## src/rtl/lcd_serial_frame_transmitter_assert.svh

```systemverilog
// Assertion macros for the LCD serial frame transmitter.
// Used by lsft_ctrl; no other dependencies.
`ifndef LCD_SERIAL_FRAME_TRANSMITTER_ASSERT_SVH
`define LCD_SERIAL_FRAME_TRANSMITTER_ASSERT_SVH

`ifndef SYNTH
`define LSFT_ASSERT(lbl, clk, rst_n, prop, msg) \
    lbl: assert property (@(posedge clk) disable iff (!rst_n) prop) else $error(msg);
`define LSFT_NEVER(lbl, clk, rst_n, expr, msg) \
    lbl: assert property (@(posedge clk) disable iff (!rst_n) !(expr)) else $error(msg);
`else
`define LSFT_ASSERT(lbl, clk, rst_n, prop, msg)
`define LSFT_NEVER(lbl, clk, rst_n, expr, msg)
`endif

`endif

```

## src/rtl/lsft_pkg.sv

```systemverilog
// Shared types, codes and frame helpers for the LCD serial frame transmitter.
// No dependencies.
package lsft_pkg;

    localparam int FRAME_BITS = 24;
    localparam int CNT_W      = $clog2(FRAME_BITS);

    localparam logic [7:0] SYNC_COMMAND = 8'hF8;
    localparam logic [7:0] SYNC_DATA    = 8'hFA;
    localparam logic [7:0] ADDR_BASE    = 8'h80;
    localparam logic [7:0] LOWER_HALF   = 8'd8;

    typedef enum logic [1:0] {
        CMD_RAW_COMMAND = 2'd0,
        CMD_RAW_DATA    = 2'd1,
        CMD_TEXT_ADDR   = 2'd2,
        CMD_GFX_ADDR    = 2'd3
    } t_cmd;

    typedef enum logic [1:0] {
        ST_IDLE,
        ST_FRAME0,
        ST_FRAME1
    } t_state;

    // Controller to datapath
    typedef struct packed {
        logic load;   // capture request, load first frame
        logic load2;  // load second graphic frame
        logic shift;  // advance one bit
    } t_dp_cmd;

    // Datapath to controller
    typedef struct packed {
        logic bit_done;    // current bit is the frame's last
        logic two_frames;  // request needs a second frame
    } t_dp_stat;

    function automatic logic [7:0] row_base(input logic [1:0] row);
        logic [7:0] base;
        unique case (row)
            2'd0:    base = 8'h80;
            2'd1:    base = 8'h90;
            2'd2:    base = 8'h88;
            default: base = 8'h98;
        endcase
        return base;
    endfunction

    function automatic logic [FRAME_BITS-1:0] make_frame(input logic is_data,
                                                        input logic [7:0] value);
        logic [7:0] sync;
        sync = is_data ? SYNC_DATA : SYNC_COMMAND;
        return {sync, value[7:4], 4'b0000, value[3:0], 4'b0000};
    endfunction

endpackage

```

## src/rtl/lsft_datapath.sv

```systemverilog
// Datapath: address formation, frame shift register and bit counter.
// Depends on lsft_pkg.
module lsft_datapath
    import lsft_pkg::*;
(
    input  logic       i_clk,
    input  logic       i_rst_n,
    input  t_dp_cmd    i_cmd_bus,
    input  logic [1:0] i_cmd,
    input  logic [7:0] i_byte_value,
    input  logic [1:0] i_text_row,
    input  logic [3:0] i_text_col,
    input  logic [6:0] i_pixel_x,
    input  logic [5:0] i_pixel_y,
    output t_dp_stat   o_stat,
    output logic       o_sid_bit
);

    logic [FRAME_BITS-1:0] r_shift, n_shift;
    logic [CNT_W-1:0]      r_cnt, n_cnt;
    logic [7:0]            r_second, n_second;
    logic                  r_two, n_two;

    logic [7:0] first_value;
    logic       first_is_data;
    logic [7:0] x_addr;

    assign x_addr = ADDR_BASE + {5'b0, i_pixel_x[6:4]}
                  + (i_pixel_y[5] ? LOWER_HALF : 8'd0);

    always_comb begin
        first_is_data = 1'b0;
        unique case (t_cmd'(i_cmd))
            CMD_RAW_COMMAND: first_value = i_byte_value;
            CMD_RAW_DATA: begin
                first_value   = i_byte_value;
                first_is_data = 1'b1;
            end
            CMD_TEXT_ADDR:   first_value = row_base(i_text_row) + {4'b0, i_text_col};
            default:         first_value = ADDR_BASE + {3'b0, i_pixel_y[4:0]};
        endcase
    end

    always_comb begin
        n_shift  = r_shift;
        n_cnt    = r_cnt;
        n_second = r_second;
        n_two    = r_two;
        if (i_cmd_bus.load) begin
            n_shift  = make_frame(first_is_data, first_value);
            n_cnt    = '0;
            n_second = x_addr;
            n_two    = (t_cmd'(i_cmd) == CMD_GFX_ADDR);
        end else if (i_cmd_bus.load2) begin
            n_shift = make_frame(1'b0, r_second);
            n_cnt   = '0;
        end else if (i_cmd_bus.shift) begin
            n_shift = {r_shift[FRAME_BITS-2:0], 1'b0};
            n_cnt   = r_cnt + 1'b1;
        end
    end

    always_ff @(posedge i_clk) begin
        if (!i_rst_n) begin
            r_cnt <= '0;
            r_two <= 1'b0;
        end else begin
            r_cnt <= n_cnt;
            r_two <= n_two;
        end
        r_shift  <= n_shift;
        r_second <= n_second;
    end

    assign o_stat.bit_done   = (r_cnt == CNT_W'(FRAME_BITS - 1));
    assign o_stat.two_frames = r_two;
    assign o_sid_bit         = r_shift[FRAME_BITS-1];

endmodule

```

## src/rtl/lsft_ctrl.sv

```systemverilog
// Controller: frame sequencing, handshake and word strobes.
// Depends on lsft_pkg and lcd_serial_frame_transmitter_assert.svh.
`include "lcd_serial_frame_transmitter_assert.svh"
module lsft_ctrl
    import lsft_pkg::*;
(
    input  logic     i_clk,
    input  logic     i_rst_n,
    input  logic     start,
    output logic     busy,
    input  t_dp_stat i_stat,
    output t_dp_cmd  o_cmd_bus,
    output logic     o_valid,
    output logic     o_last_bit
);

    t_state r_state, n_state;
    logic   accept;
    logic   last;

    // final bit of the whole request
    assign last = i_stat.bit_done
                && ((r_state == ST_FRAME1) || ((r_state == ST_FRAME0) && !i_stat.two_frames));
    assign busy   = (r_state != ST_IDLE) && !last;
    assign accept = start && !busy;

    always_comb begin
        n_state = r_state;
        unique case (r_state)
            ST_IDLE: begin
                if (accept) n_state = ST_FRAME0;
            end
            ST_FRAME0: begin
                if (i_stat.bit_done) begin
                    if (i_stat.two_frames) n_state = ST_FRAME1;
                    else if (accept)       n_state = ST_FRAME0;
                    else                   n_state = ST_IDLE;
                end
            end
            ST_FRAME1: begin
                if (i_stat.bit_done) n_state = accept ? ST_FRAME0 : ST_IDLE;
            end
            default: n_state = ST_IDLE;
        endcase
    end

    always_comb begin
        o_cmd_bus  = '0;
        o_valid    = 1'b0;
        o_last_bit = 1'b0;
        unique case (r_state)
            ST_IDLE: begin
                o_cmd_bus.load = accept;
            end
            ST_FRAME0: begin
                o_valid         = 1'b1;
                o_last_bit      = last;
                o_cmd_bus.load  = accept;
                o_cmd_bus.load2 = i_stat.bit_done && i_stat.two_frames;
                o_cmd_bus.shift = 1'b1;
            end
            ST_FRAME1: begin
                o_valid         = 1'b1;
                o_last_bit      = last;
                o_cmd_bus.load  = accept;
                o_cmd_bus.shift = 1'b1;
            end
            default: ;
        endcase
    end

    always_ff @(posedge i_clk) begin
        if (!i_rst_n) begin
            r_state <= ST_IDLE;
        end else begin
            r_state <= n_state;
        end
    end

    `LSFT_ASSERT(a_accept_sends, i_clk, i_rst_n, accept |=> o_valid, "accepted word sends no bit")
    `LSFT_ASSERT(a_gfx_second, i_clk, i_rst_n,
        (r_state == ST_FRAME0 && i_stat.bit_done && i_stat.two_frames) |=> (r_state == ST_FRAME1),
        "graphic request lost second frame")
    `LSFT_NEVER(a_busy_idle, i_clk, i_rst_n, busy && (r_state == ST_IDLE), "busy while idle")
    `LSFT_NEVER(a_load_while_busy, i_clk, i_rst_n, o_cmd_bus.load && busy,
        "request loaded while busy")

endmodule

```

## src/rtl/lcd_serial_frame_transmitter.sv

```systemverilog
// Channel     Signals                                   Handshake
// request     i_cmd i_byte_value i_text_row i_text_col  start & !busy
//             i_pixel_x i_pixel_y
// bit stream  o_sid_bit o_last_bit                      o_valid per bit
//
// Raw and text requests send one frame, graphic requests two: one bit per clock
// from the 24-bit frame shift register. busy drops on the final bit, so a new
// request taken then streams with no gap. Synchronous active-low reset returns
// the sequencer to idle; there is no clearing pass. The receiver cannot stall.
// Top level: joins lsft_ctrl and lsft_datapath; uses lsft_pkg.
module lcd_serial_frame_transmitter
    import lsft_pkg::*;
(
    input  logic       i_clk,
    input  logic       i_rst_n,
    input  logic       start,
    output logic       busy,
    input  logic [1:0] i_cmd,
    input  logic [7:0] i_byte_value,
    input  logic [1:0] i_text_row,
    input  logic [3:0] i_text_col,
    input  logic [6:0] i_pixel_x,
    input  logic [5:0] i_pixel_y,
    output logic       o_valid,
    output logic       o_sid_bit,
    output logic       o_last_bit
);

    t_dp_cmd  dp_cmd;
    t_dp_stat dp_stat;

    lsft_ctrl u_ctrl (
        .i_clk      (i_clk),
        .i_rst_n    (i_rst_n),
        .start      (start),
        .busy       (busy),
        .i_stat     (dp_stat),
        .o_cmd_bus  (dp_cmd),
        .o_valid    (o_valid),
        .o_last_bit (o_last_bit)
    );

    lsft_datapath u_dp (
        .i_clk        (i_clk),
        .i_rst_n      (i_rst_n),
        .i_cmd_bus    (dp_cmd),
        .i_cmd        (i_cmd),
        .i_byte_value (i_byte_value),
        .i_text_row   (i_text_row),
        .i_text_col   (i_text_col),
        .i_pixel_x    (i_pixel_x),
        .i_pixel_y    (i_pixel_y),
        .o_stat       (dp_stat),
        .o_sid_bit    (o_sid_bit)
    );

endmodule

```

## config.mk

```make
export PLATFORM = sky130hd
export DESIGN_NAME = lcd_serial_frame_transmitter
export DESIGN_NICKNAME = d
export VERILOG_FILES = /design/src/rtl/lsft_pkg.sv /design/src/rtl/lsft_datapath.sv /design/src/rtl/lsft_ctrl.sv /design/src/rtl/lcd_serial_frame_transmitter.sv
export VERILOG_INCLUDE_DIRS = /design/src /design/src/rtl
export SDC_FILE = /design/constraint.sdc
export NUM_CORES = 1
export LEC_CHECK = 0
export ABC_AREA = 1
export BUFFER_PORTS_ARGS = -buffer_cell sky130_fd_sc_hd__buf_2
export CAP_MARGIN = 10
export CORE_MARGIN = 2
export CORE_UTILIZATION = 40
export DETAILED_ROUTE_END_ITERATION = 6
export HOLD_SLACK_MARGIN = 0.03
export PLACE_DENSITY = 0.72
export SYNTH_ARGS = -nofsm -noshare
export SYNTH_HDL_FRONTEND = slang
export SYNTH_SLANG_ARGS = --single-unit
```

## constraint.sdc

```tcl
create_clock -name i_clk -period 3.1 [get_ports i_clk]
set_clock_uncertainty 0.05 [all_clocks]
set_input_delay 0.31 -clock i_clk [delete_from_list [all_inputs] [get_ports i_clk]]
set_output_delay 0.31 -clock i_clk [all_outputs]
set_load 0.03 [all_outputs]
```

Word level (Yosys, flattened, before mapping)

Index checks and enable logic that the tools add are counted.
Widths: inputs -> output; s select.

Register bits: 36
Output and inout bits: 4
Input port bits: 32
Logic and storage cells: 62

Equal/unequal tests: 11
Bitwise operators: 1
Multiplexer cells: 19
$add $sub $neg: 5
Reduce and logical (&&, ||, !) cells: 20

Operator list:

| operator            | number |
|---|---|
| $mux 24             | 3 |
| $pmux 8 s2          | 1 |
| $pmux 5 s3          | 1 |
| $mux 2              | 5 |
| $add 8x3->8 const A | 1 |
| $add 8x4->8         | 1 |
| $add 8x5->8 const A | 1 |
| $add 8x8->8         | 1 |
| $eq 2x2->1 const B  | 4 |
| $mux 8              | 1 |
| $eq 2x1->1 const B  | 3 |
| $logic_not 2->1     | 3 |
| $mux 1              | 6 |
| $ne 2x1->1 const B  | 3 |
| $pmux 2 s3          | 1 |
| $reduce_or 2->1     | 3 |
| $reduce_or 3->1     | 2 |
| $add 5x1->5 const B | 1 |
| $eq 5x5->1 const B  | 1 |
| $logic_and 1x1->1   | 5 |
| $mux 4              | 1 |
| $logic_not 1->1     | 3 |
| $reduce_and 3->1    | 1 |
| $reduce_bool 3->1   | 1 |
| 3 further kinds     | 3 |

Longest topological paths before layout

Gate-level depths: netlist of the first run.

Depth after elaboration: 12
Mapped depth: 10
Depth with buffers taken out: 10

Hierarchy

A second synthesis of the first run with hierarchy kept.

Cell total of the unflattened synthesis: 194
Area, all modules: 1650.3 µm²

By module, submodules not included:

| module        | cells an instance | area an instance (µm²) | sequential area each (µm²) | instances |
|---|---|---|---|---|
| lsft_datapath | 158               | 1413.9                 | 800.8                      | 1 |
| lsft_ctrl     | 36                | 236.5                  | 40.0                       | 1 |

Worst setup path after synthesis of the first run

OpenSTA, ideal clock, no wires.

Kind: register to register
From: register u_ctrl.r_state[0]
To: register u_dp.r_shift[12], enable pin
Setup slack: 1.086 ns
Required time: 2.675 ns
Setup time: 0.375 ns
Period minus slack after synthesis: 2.014 ns
Arrival: 1.588 ns
Buffers on the path: 0
Stages on the path, launching flop included: 5
Cells stage by stage: dfxtp_1 > inv_1 > ha_1 > inv_1 > nand3_1

Elaborated cells on any way between the ends: 17
Those cells by class: eq/ne: 2; mux: 3; reduce/logical: 12

RTL lines:

| item                                            | RTL line                           | RTL |
|---|---|---|
| from (decl)                                     | lsft_ctrl.sv:17                    | `t_state r_state, n_state;` |
| from (signal assigned)                          | lsft_ctrl.sv:76                    | `r_state <= n_state;` |
| $eq 2x1->1 / $eq 2x2->1 (equally long branches) | -                                  |  |
| $reduce_or 2->1 (no line) (*)                   | -                                  |  |
| $mux 1 (*)                                      | -                                  |  |
| via o_valid                                     | lcd_serial_frame_transmitter.sv:24 | `output logic o_valid,` |
| $reduce_bool 3->1 (no line) (*)                 | -                                  |  |
| to (signal assigned)                            | lsft_datapath.sv:71                | `r_shift <= n_shift;` |
| to (decl)                                       | lsft_datapath.sv:19                | `logic [FRAME_BITS-1:0] r_shift, n_shift;` |

Mark *: on every way through the listed nets, which the timed path passes. The rest lies on a longest branch.
A chain may end at the register's enable or synchronous reset.

Final worst setup path of the first run

From: register u_ctrl.r_state[0]
To: output o_last_bit

Cells in the longest elaborated chain, start to end: 5
Elaborated cells on any way between the ends: 7
Those cells by class: eq/ne: 2; mux: 1; reduce/logical: 4

RTL lines:

| item              | RTL line                           | RTL |
|---|---|---|
| $eq 2x1->1        | lsft_ctrl.sv:23, lsft_ctrl.sv:51   |  |
| $logic_and 1x1->1 | lsft_ctrl.sv:23                    | `&& ((r_state == ST_FRAME1) \|\| ((r_state == ST_FRAME0) && !i_stat.two_frames));` |
| $logic_or 1x1->1  | lsft_ctrl.sv:23                    |  |
| $logic_and 1x1->1 | lsft_ctrl.sv:23                    |  |
| $mux 1 (*)        | lsft_ctrl.sv:51                    | `unique case (r_state)` |
| to (decl)         | lcd_serial_frame_transmitter.sv:26 | `output logic o_last_bit` |

Mark *: on every way between the ends. The rest lies on a longest branch, timed or not.

==> results of run 1 <==
cell usage in the layout, fill, tap and decap left out, drive strengths merged:
master and instances:
nand2 61, buf 33, inv 23, edfxtp 20, nor2 18, nand3 14
dfxtp 12, a21oi 9, ha 7, o211ai 7, clkbuf 6, o21ai 6
nand4 3, xor2 2, or2 2, clkinv 2, nor3 1, xnor2 1
o21bai 1, clkinvlp 1
kinds of logic after synthesis:
logic type | Yosys count
simple gates | 99
flops | 32
fa+ha+maj | 7
compound gates | 23
xor+xnor | 3
buf+inv | 31
sequential cells by signal, indices dropped and copies added, names as in the netlist:
name	count
u_dp.r_two	1
u_dp.r_cnt	5
u_ctrl.r_state	2
u_dp.r_second	4
u_dp.r_shift	20
metal layers:
layer  routed length [um]  track usage
met1                 1390        0.175
met2                 1300        0.246
met3                  158       0.0406
met4                   53       0.0662
met5                    0            0
power groups by stage:
stage | Clock (W) | Combinational, W | Sequential, W
floorplan | 0 | 0.000204 | 0.000593
global placement | 0 | 0.000274 | 0.000589
detailed placement | 0 | 0.000279 | 0.000591
CTS | 0.000317 | 0.000280 | 0.000583
global route | 0.000334 | 0.000319 | 0.000590
finish | 0.000309 | 0.000275 | 0.000582
per-stage QoR:
| stage | instance area, um^2 | cells |
|---|---|---|
| global placement | 1870 | 271 |
| CTS | 1960 | 279 |
| global route | 1960 | 279 |
| floorplan | 1680 | 195 |
| detailed placement | 1870 | 271 |
| finish | 1960 | 279 |
how the worst min path moves through the flow:
stage / from / endpoint / slack [ps] / cells after the start
after floorplan: i_pixel_x[4] / u_dp.r_second[0]$_DFFE_PP_ / 360 / 0
final: i_pixel_x[5] / u_dp.r_second[1]$_DFFE_PP_ / 150 / 1
after CTS: i_pixel_x[5] / u_dp.r_second[1]$_DFFE_PP_ / 140 / 1
after global placement: u_dp.r_shift[8]$_SDFFE_PP0N_ / u_dp.r_shift[8]$_SDFFE_PP0N_ / 400 / 2
after detailed placement: u_dp.r_shift[8]$_SDFFE_PP0N_ / u_dp.r_shift[8]$_SDFFE_PP0N_ / 400 / 2
after global routing: i_pixel_x[5] / u_dp.r_second[1]$_DFFE_PP_ / 140 / 1
layout make-up:
class                      count  area, um^2
sequential                    32         841
clock buffer                   6        72.6
inverter                      24        91.3
clock inverter                 2        11.3
multi-input combinational    132         708
fill                         397        2070
timing repair buffer          33         170
tap                           50        62.6
critical path, cell delays in order (launching register included):
cell and delay (ps):
dfxtp_1 380, inv_1 80, ha_1 280, buf_4 250, inv_1 190, nor2_1 130, buf_2 200
==> results.toml, run 1 <==
[run_status]
status = "completed"

[pwr]
leakage_nw = 0.885
clockPowerShare = 0.265
p_sw_w = 0.000362
p_total_w = 0.00117
p_seq_frac = 0.499
p_sw_frac = 0.310
combPwrFrac = 0.236
vdd_drop_max_mv = 0.258
powerDensity_mw_per_mm2 = 595
intPower_w = 0.000804

[detailed_routing]
routed_via_density = 4.71
drtIter0Drc = 46
via_count = 1314
postRouteWirelength_um = 2900
route.detailed.drc = 0
first_pass_iters = 4
routedWlPerCell_um = 10.4
antenna_left = 0

[layout]
final_nets = 267
drive_gt1_frac = 0.236
n_antenna_cell = 0
synthToLayoutAreaGrowth_pct = 16.3
fin_util = 0.486

[die]
coreArea_mm2 = 0.00403
rows = 23
die_w_um = 68.9
die_y_um = 68.9
dieArea_mm2 = 0.00474
pin_count = 36
start_util = 0.418

[sta]
timing.final.crit_period_ps = 2160
setup_ws_ps = 936
rsz0062_at_grt = "false"
period_share = 0.698
fmax_ghz = 0.462
finalHoldWorstSlack_ps = 150
setup_tns_ps = 0
finalHoldViolCount = 0
maxSlewHeadroom = 0.769
finalMaxSlewViolations = 0
setup_viol = 0
worst_slew_pin_slew_ps = 345

[clock_tree]
cts_buffers = 5
insertion_delay_ps = 280
cts_tree = "built"
ctsLongestPathBuffers = 2
root_buffer = "clkbuf_8"
postCtsSetupBuffers = 0
htree_levels = 2
cts_sinks = 32
ctsResizeCount = 0
clk_pin_slew_ps = 70
hold_buffers = 0

[grt]
grt_antenna_before_repair = 0
grt_pass1_wl_um = 5150
track_usage = 0.147
grt_max_degree = 26
grt_pass1_vias = 1250
grt_remaining_overflow = 0

[setup_path]
r2r_start = "u_ctrl.r_state[0]$_SDFFE_PN0P_"
cp.required_ps = 2740
startpoint = "u_ctrl.r_state[0]$_SDFFE_PN0P_"
startpoint_type = "register"
crit_path_end = "o_last_bit"
crit_arrival_ps = 1800
end_kind = "primary output"
crit_fanout = 25
r2r_cells = 6
r2r_slack_ps = 1000
path_class = "register to primary output"
rr_endpoint = "u_dp.r_shift[4]$_DFFE_PP_"

[flow_run]
cap_viol_max_count = 0

[yosys]
synthCells = 195
synth_xor_area_frac = 0.0156
synth_seq_area_share = 0.500
muxShareOfSynthArea = 0
synth_compound_area_frac = 0.0862
yosys.area_share.adder = 0.0520
synth.cell_area_mm2 = 0.00168
synth_seq_cells = 32
yosysWarnings = 0
synth_common_cells = "nand2_1 (56), inv_1 (21), edfxtp_1 (20), nor2_1 (16), nand3_1 (13)"
yosys_most_used_dff = "edfxtp_1"
syn-num-nets = 234
yosysMostFrequentCell = "nand2_1"
synth_top_cells_by_area = "edfxtp_1 (36%), dfxtp_1 (14%), nand2_1 (12%)"
synth.distinct_cells = 28
avgSynthCellArea_um2 = 8.63
ys_async_sr_fraction = 0
synth_top_area_share = 0.357
yosysTopAreaCell = "edfxtp_1"
synth_top_family_by_area = "simple AND/OR/NAND/NOR gates"
synth-edff-count = 20
synth_simple_gate_area_frac = 0.267

[placement]
port_buffers = 31
dp_slack_ps = 989
dp_hpwl_um = 2050
place.gp.congestion = 0.780

[min_path]
hold_path.class = "input port to register"
Note: power is estimated with default switching activity, not from simulation.
==> run 2: changes to the inputs <==
--- a/config.mk
+++ b/config.mk
@@ -6,14 +6,14 @@
 export SDC_FILE = /design/constraint.sdc
 export NUM_CORES = 1
 export LEC_CHECK = 0
-export ABC_AREA = 1
+export ABC_AREA = 0
 export BUFFER_PORTS_ARGS = -buffer_cell sky130_fd_sc_hd__buf_2
 export CAP_MARGIN = 10
 export CORE_MARGIN = 2
 export CORE_UTILIZATION = 40
 export DETAILED_ROUTE_END_ITERATION = 6
 export HOLD_SLACK_MARGIN = 0.03
-export PLACE_DENSITY = 0.72
+export PLACE_DENSITY = 0.74
 export SYNTH_ARGS = -nofsm -noshare
 export SYNTH_HDL_FRONTEND = slang
 export SYNTH_SLANG_ARGS = --single-unit
==> constraint.sdc (replaced) <==
create_clock -name i_clk -period 1.81 [get_ports i_clk]
set_clock_uncertainty 0.05 [all_clocks]
set_input_delay 0.181 -clock i_clk [delete_from_list [all_inputs] [get_ports i_clk]]
set_output_delay 0.181 -clock i_clk [all_outputs]
set_load 0.03 [all_outputs]
==> run 2 against run 1 <==
Effect of this change:
- critical path type unchanged
- count of clock-buffer cells in the layout unchanged
- wire length up 11%
- power up 140%
- utilization up 4.9 points
- first-iteration DRC count down 63%
- critical endpoint unchanged
- global-route usage up 1.6 points
- synthesized area down 2.5%
- sequential share of layout area down 3.0 points
- register-to-register slack worse by 930 ps
- sequential power up 99%
- clock power up 130%
- largest cell class unchanged
==> results.toml, run 2 <==
[pwr]
combPwrFrac = 0.327
powerDensity_mw_per_mm2 = 1300
vdd_drop_max_mv = 0.696
p_seq_frac = 0.420
p_sw_frac = 0.306
clockPowerShare = 0.254
intPower_w = 0.00192
p_sw_w = 0.000846
leakage_nw = 0.909

[setup_path]
path_class = "register to primary output"
crit_fanout = 5
startpoint_type = "register"
cp.required_ps = 1580
crit_arrival_ps = 1550
r2r_slack_ps = 70
end_kind = "primary output"
r2r_cells = 7

[sta]
rsz0062_at_grt = "true"
finalHoldWorstSlack_ps = 85.7
finalMaxSlewViolations = 0
setup_viol = 0
finalHoldViolCount = 0
period_share = 0.982
maxSlewHeadroom = 0.806
fmax_ghz = 0.562
setup_ws_ps = 31.8
timing.final.crit_period_ps = 1780
worst_slew_pin_slew_ps = 291

[grt]
grt_antenna_before_repair = 0
grt_pass1_vias = 1217
grt_max_degree = 19
track_usage = 0.162
grt_pass1_wl_um = 5360
grt_remaining_overflow = 0

[layout]
synthToLayoutAreaGrowth_pct = 29.3
n_antenna_cell = 0
final_common_cell = "buf_2"
final_cell_mix = "buf_2 (30), edfxtp_1 (20), nor2_1 (15)"
largest-register = "u_dp.r_shift"
top_regs = "u_dp.r_shift x20, u_dp.r_cnt x5, u_dp.r_second x4"
largest_reg_flops = 20
drive_gt1_frac = 0.335
fin_util = 0.534
final_nets = 235
n_fill_cell = 347

[clock_tree]
insertion_delay_ps = 280
htree_levels = 2
clk_pin_slew_ps = 70
cts_sinks = 32
root_buffer = "clkbuf_8"
postCtsSetupBuffers = 0
cts_buffers = 5
ctsLongestPathBuffers = 2
cts_tree = "built"

[die]
pin_count = 36
dieArea_mm2 = 0.00463
rows = 23
start_util = 0.413
die_w_um = 68.1
coreArea_mm2 = 0.00397
die_y_um = 68.1

[placement]
dp_hpwl_um = 2230
port_buffers = 31
place.gp.congestion = 0.837
dp_slack_ps = 32.1

[yosys]
synth_seq_cells = 32
yosysWarnings = 0
synth_seq_area_share = 0.512
synthCells = 155
synth-edff-count = 20
synth_common_cells = "edfxtp_1 (20), nor2_1 (16), nand2_1 (13), dfxtp_1 (12), mux2i_1 (12)"
avgSynthCellArea_um2 = 10.6
yosysMostFrequentCell = "edfxtp_1"
yosysTopAreaCell = "edfxtp_1"
ys_async_sr_fraction = 0
yosys_most_used_dff = "edfxtp_1"
syn-num-nets = 194
synth.distinct_cells = 34
synth_top_cells_by_area = "edfxtp_1 (37%), dfxtp_1 (15%), mux2i_1 (7.3%)"
synth_top_area_share = 0.366
synth.cell_area_mm2 = 0.00164

[detailed_routing]
antenna_left = 0
routed_via_density = 5.04
routedWlPerCell_um = 13.0
postRouteWirelength_um = 3220
drtIter0Drc = 17
first_pass_iters = 4
route.detailed.drc = 0
via_count = 1244

[flow_run]
cap_viol_max_count = 0

[run_status]
status = "completed"

[min_path]
hold_path_depth = 3
hold_path.class = "input port to register"
==> run 2: layout make-up <==
| cell class | instances | area (um^2) | share of cell area |
|---|---|---|---|
| clock buffer | 6 | 82.6 | 0.0389 |
| sequential | 32 | 848 | 0.400 |
| timing repair buffer | 43 | 287 | 0.135 |
| multi-input combinational | 105 | 774 | 0.365 |
| tap | 50 | 62.6 | 0.0295 |
| inverter | 9 | 33.8 | 0.0159 |
| clock inverter | 2 | 33.8 | 0.0159 |
==> run 2: per-layer routing <==
| metal | vias to the layer above | track usage | share of wire |
|---|---|---|---|
| met5 | - | 0 | 0 |
| met1 | 559 | 0.191 | 0.44 |
| li1 | 642 | - | - |
| met4 | 0 | 0.0825 | 0.016 |
| met3 | 4 | 0.0428 | 0.059 |
| met2 | 39 | 0.272 | 0.48 |
==> run 2: worst max-delay path, cell delays in order (launching register included) <==
cell      delay [ps]
dfxtp_2          360
ha_4             160
nand4b_4          90
buf_4            170
a21oi_2          180
and2_1           150
buf_4            150
==> run 2: what timing repair did <==
| item | 4_1_cts | 5_1_grt |
|---|---|---|
| gates resized for setup | 4 | 9 |
| hold endpoints to repair | 4 | 0 |
| cloned | 0 | 0 |
| endpoints found under the setup margin | 2 | 12 |
| hold buffers | 4 | 0 |
| pin swaps | 0 | 3 |
==> run 2: kinds of logic (layout without fill, tap and decap cells) <==
logic type      Yosys count  in the layout  synth area share
mux                      12             12            0.0732
compound gates           29             29             0.130
fa+ha+maj                 7              7            0.0534
xor+xnor                  4              4            0.0213
simple gates             53             53             0.163
flops                    32             32             0.512
buf+inv                  18             60            0.0473
==> run 2: final timing paths <==
path / startpoint / to
max: u_dp.r_cnt[1]$_SDFFE_PP0N_ / o_last_bit
min: i_rst_n / u_ctrl.r_state[0]$_SDFFE_PN0P_
max reg2reg: u_ctrl.r_state[1]$_SDFFE_PN0P_ / u_dp.r_shift[7]$_DFFE_PP_
min reg2reg: u_ctrl.r_state[1]$_SDFFE_PN0P_ / u_ctrl.r_state[1]$_SDFFE_PN0P_
==> run 2: power by group through the flow <==
stage               Clock, W  Combinational, W  Sequential (W)
finish              0.000703          0.000904         0.00116
global route        0.000752          0.000995         0.00118
CTS                 0.000717          0.000893         0.00116
detailed placement         0          0.000880         0.00117
global placement           0          0.000859         0.00116
floorplan                  0          0.000604         0.00117
==> run 2: metrics by stage <==
stage | setup TNS (ps) | cell area (um^2) | total power, W | std cells
3_5_place_dp | 0 | 1920 | 0.00205 | 235
4_1_cts | -10.1 | 2090 | 0.00277 | 247
3_3_place_gp | 0 | 1920 | 0.00202 | 235
6_report | 0 | 2120 | 0.00277 | 247
5_1_grt | -33.4 | 2120 | 0.00293 | 247
2_1_floorplan | -1020 | 1670 | 0.00177 | 155
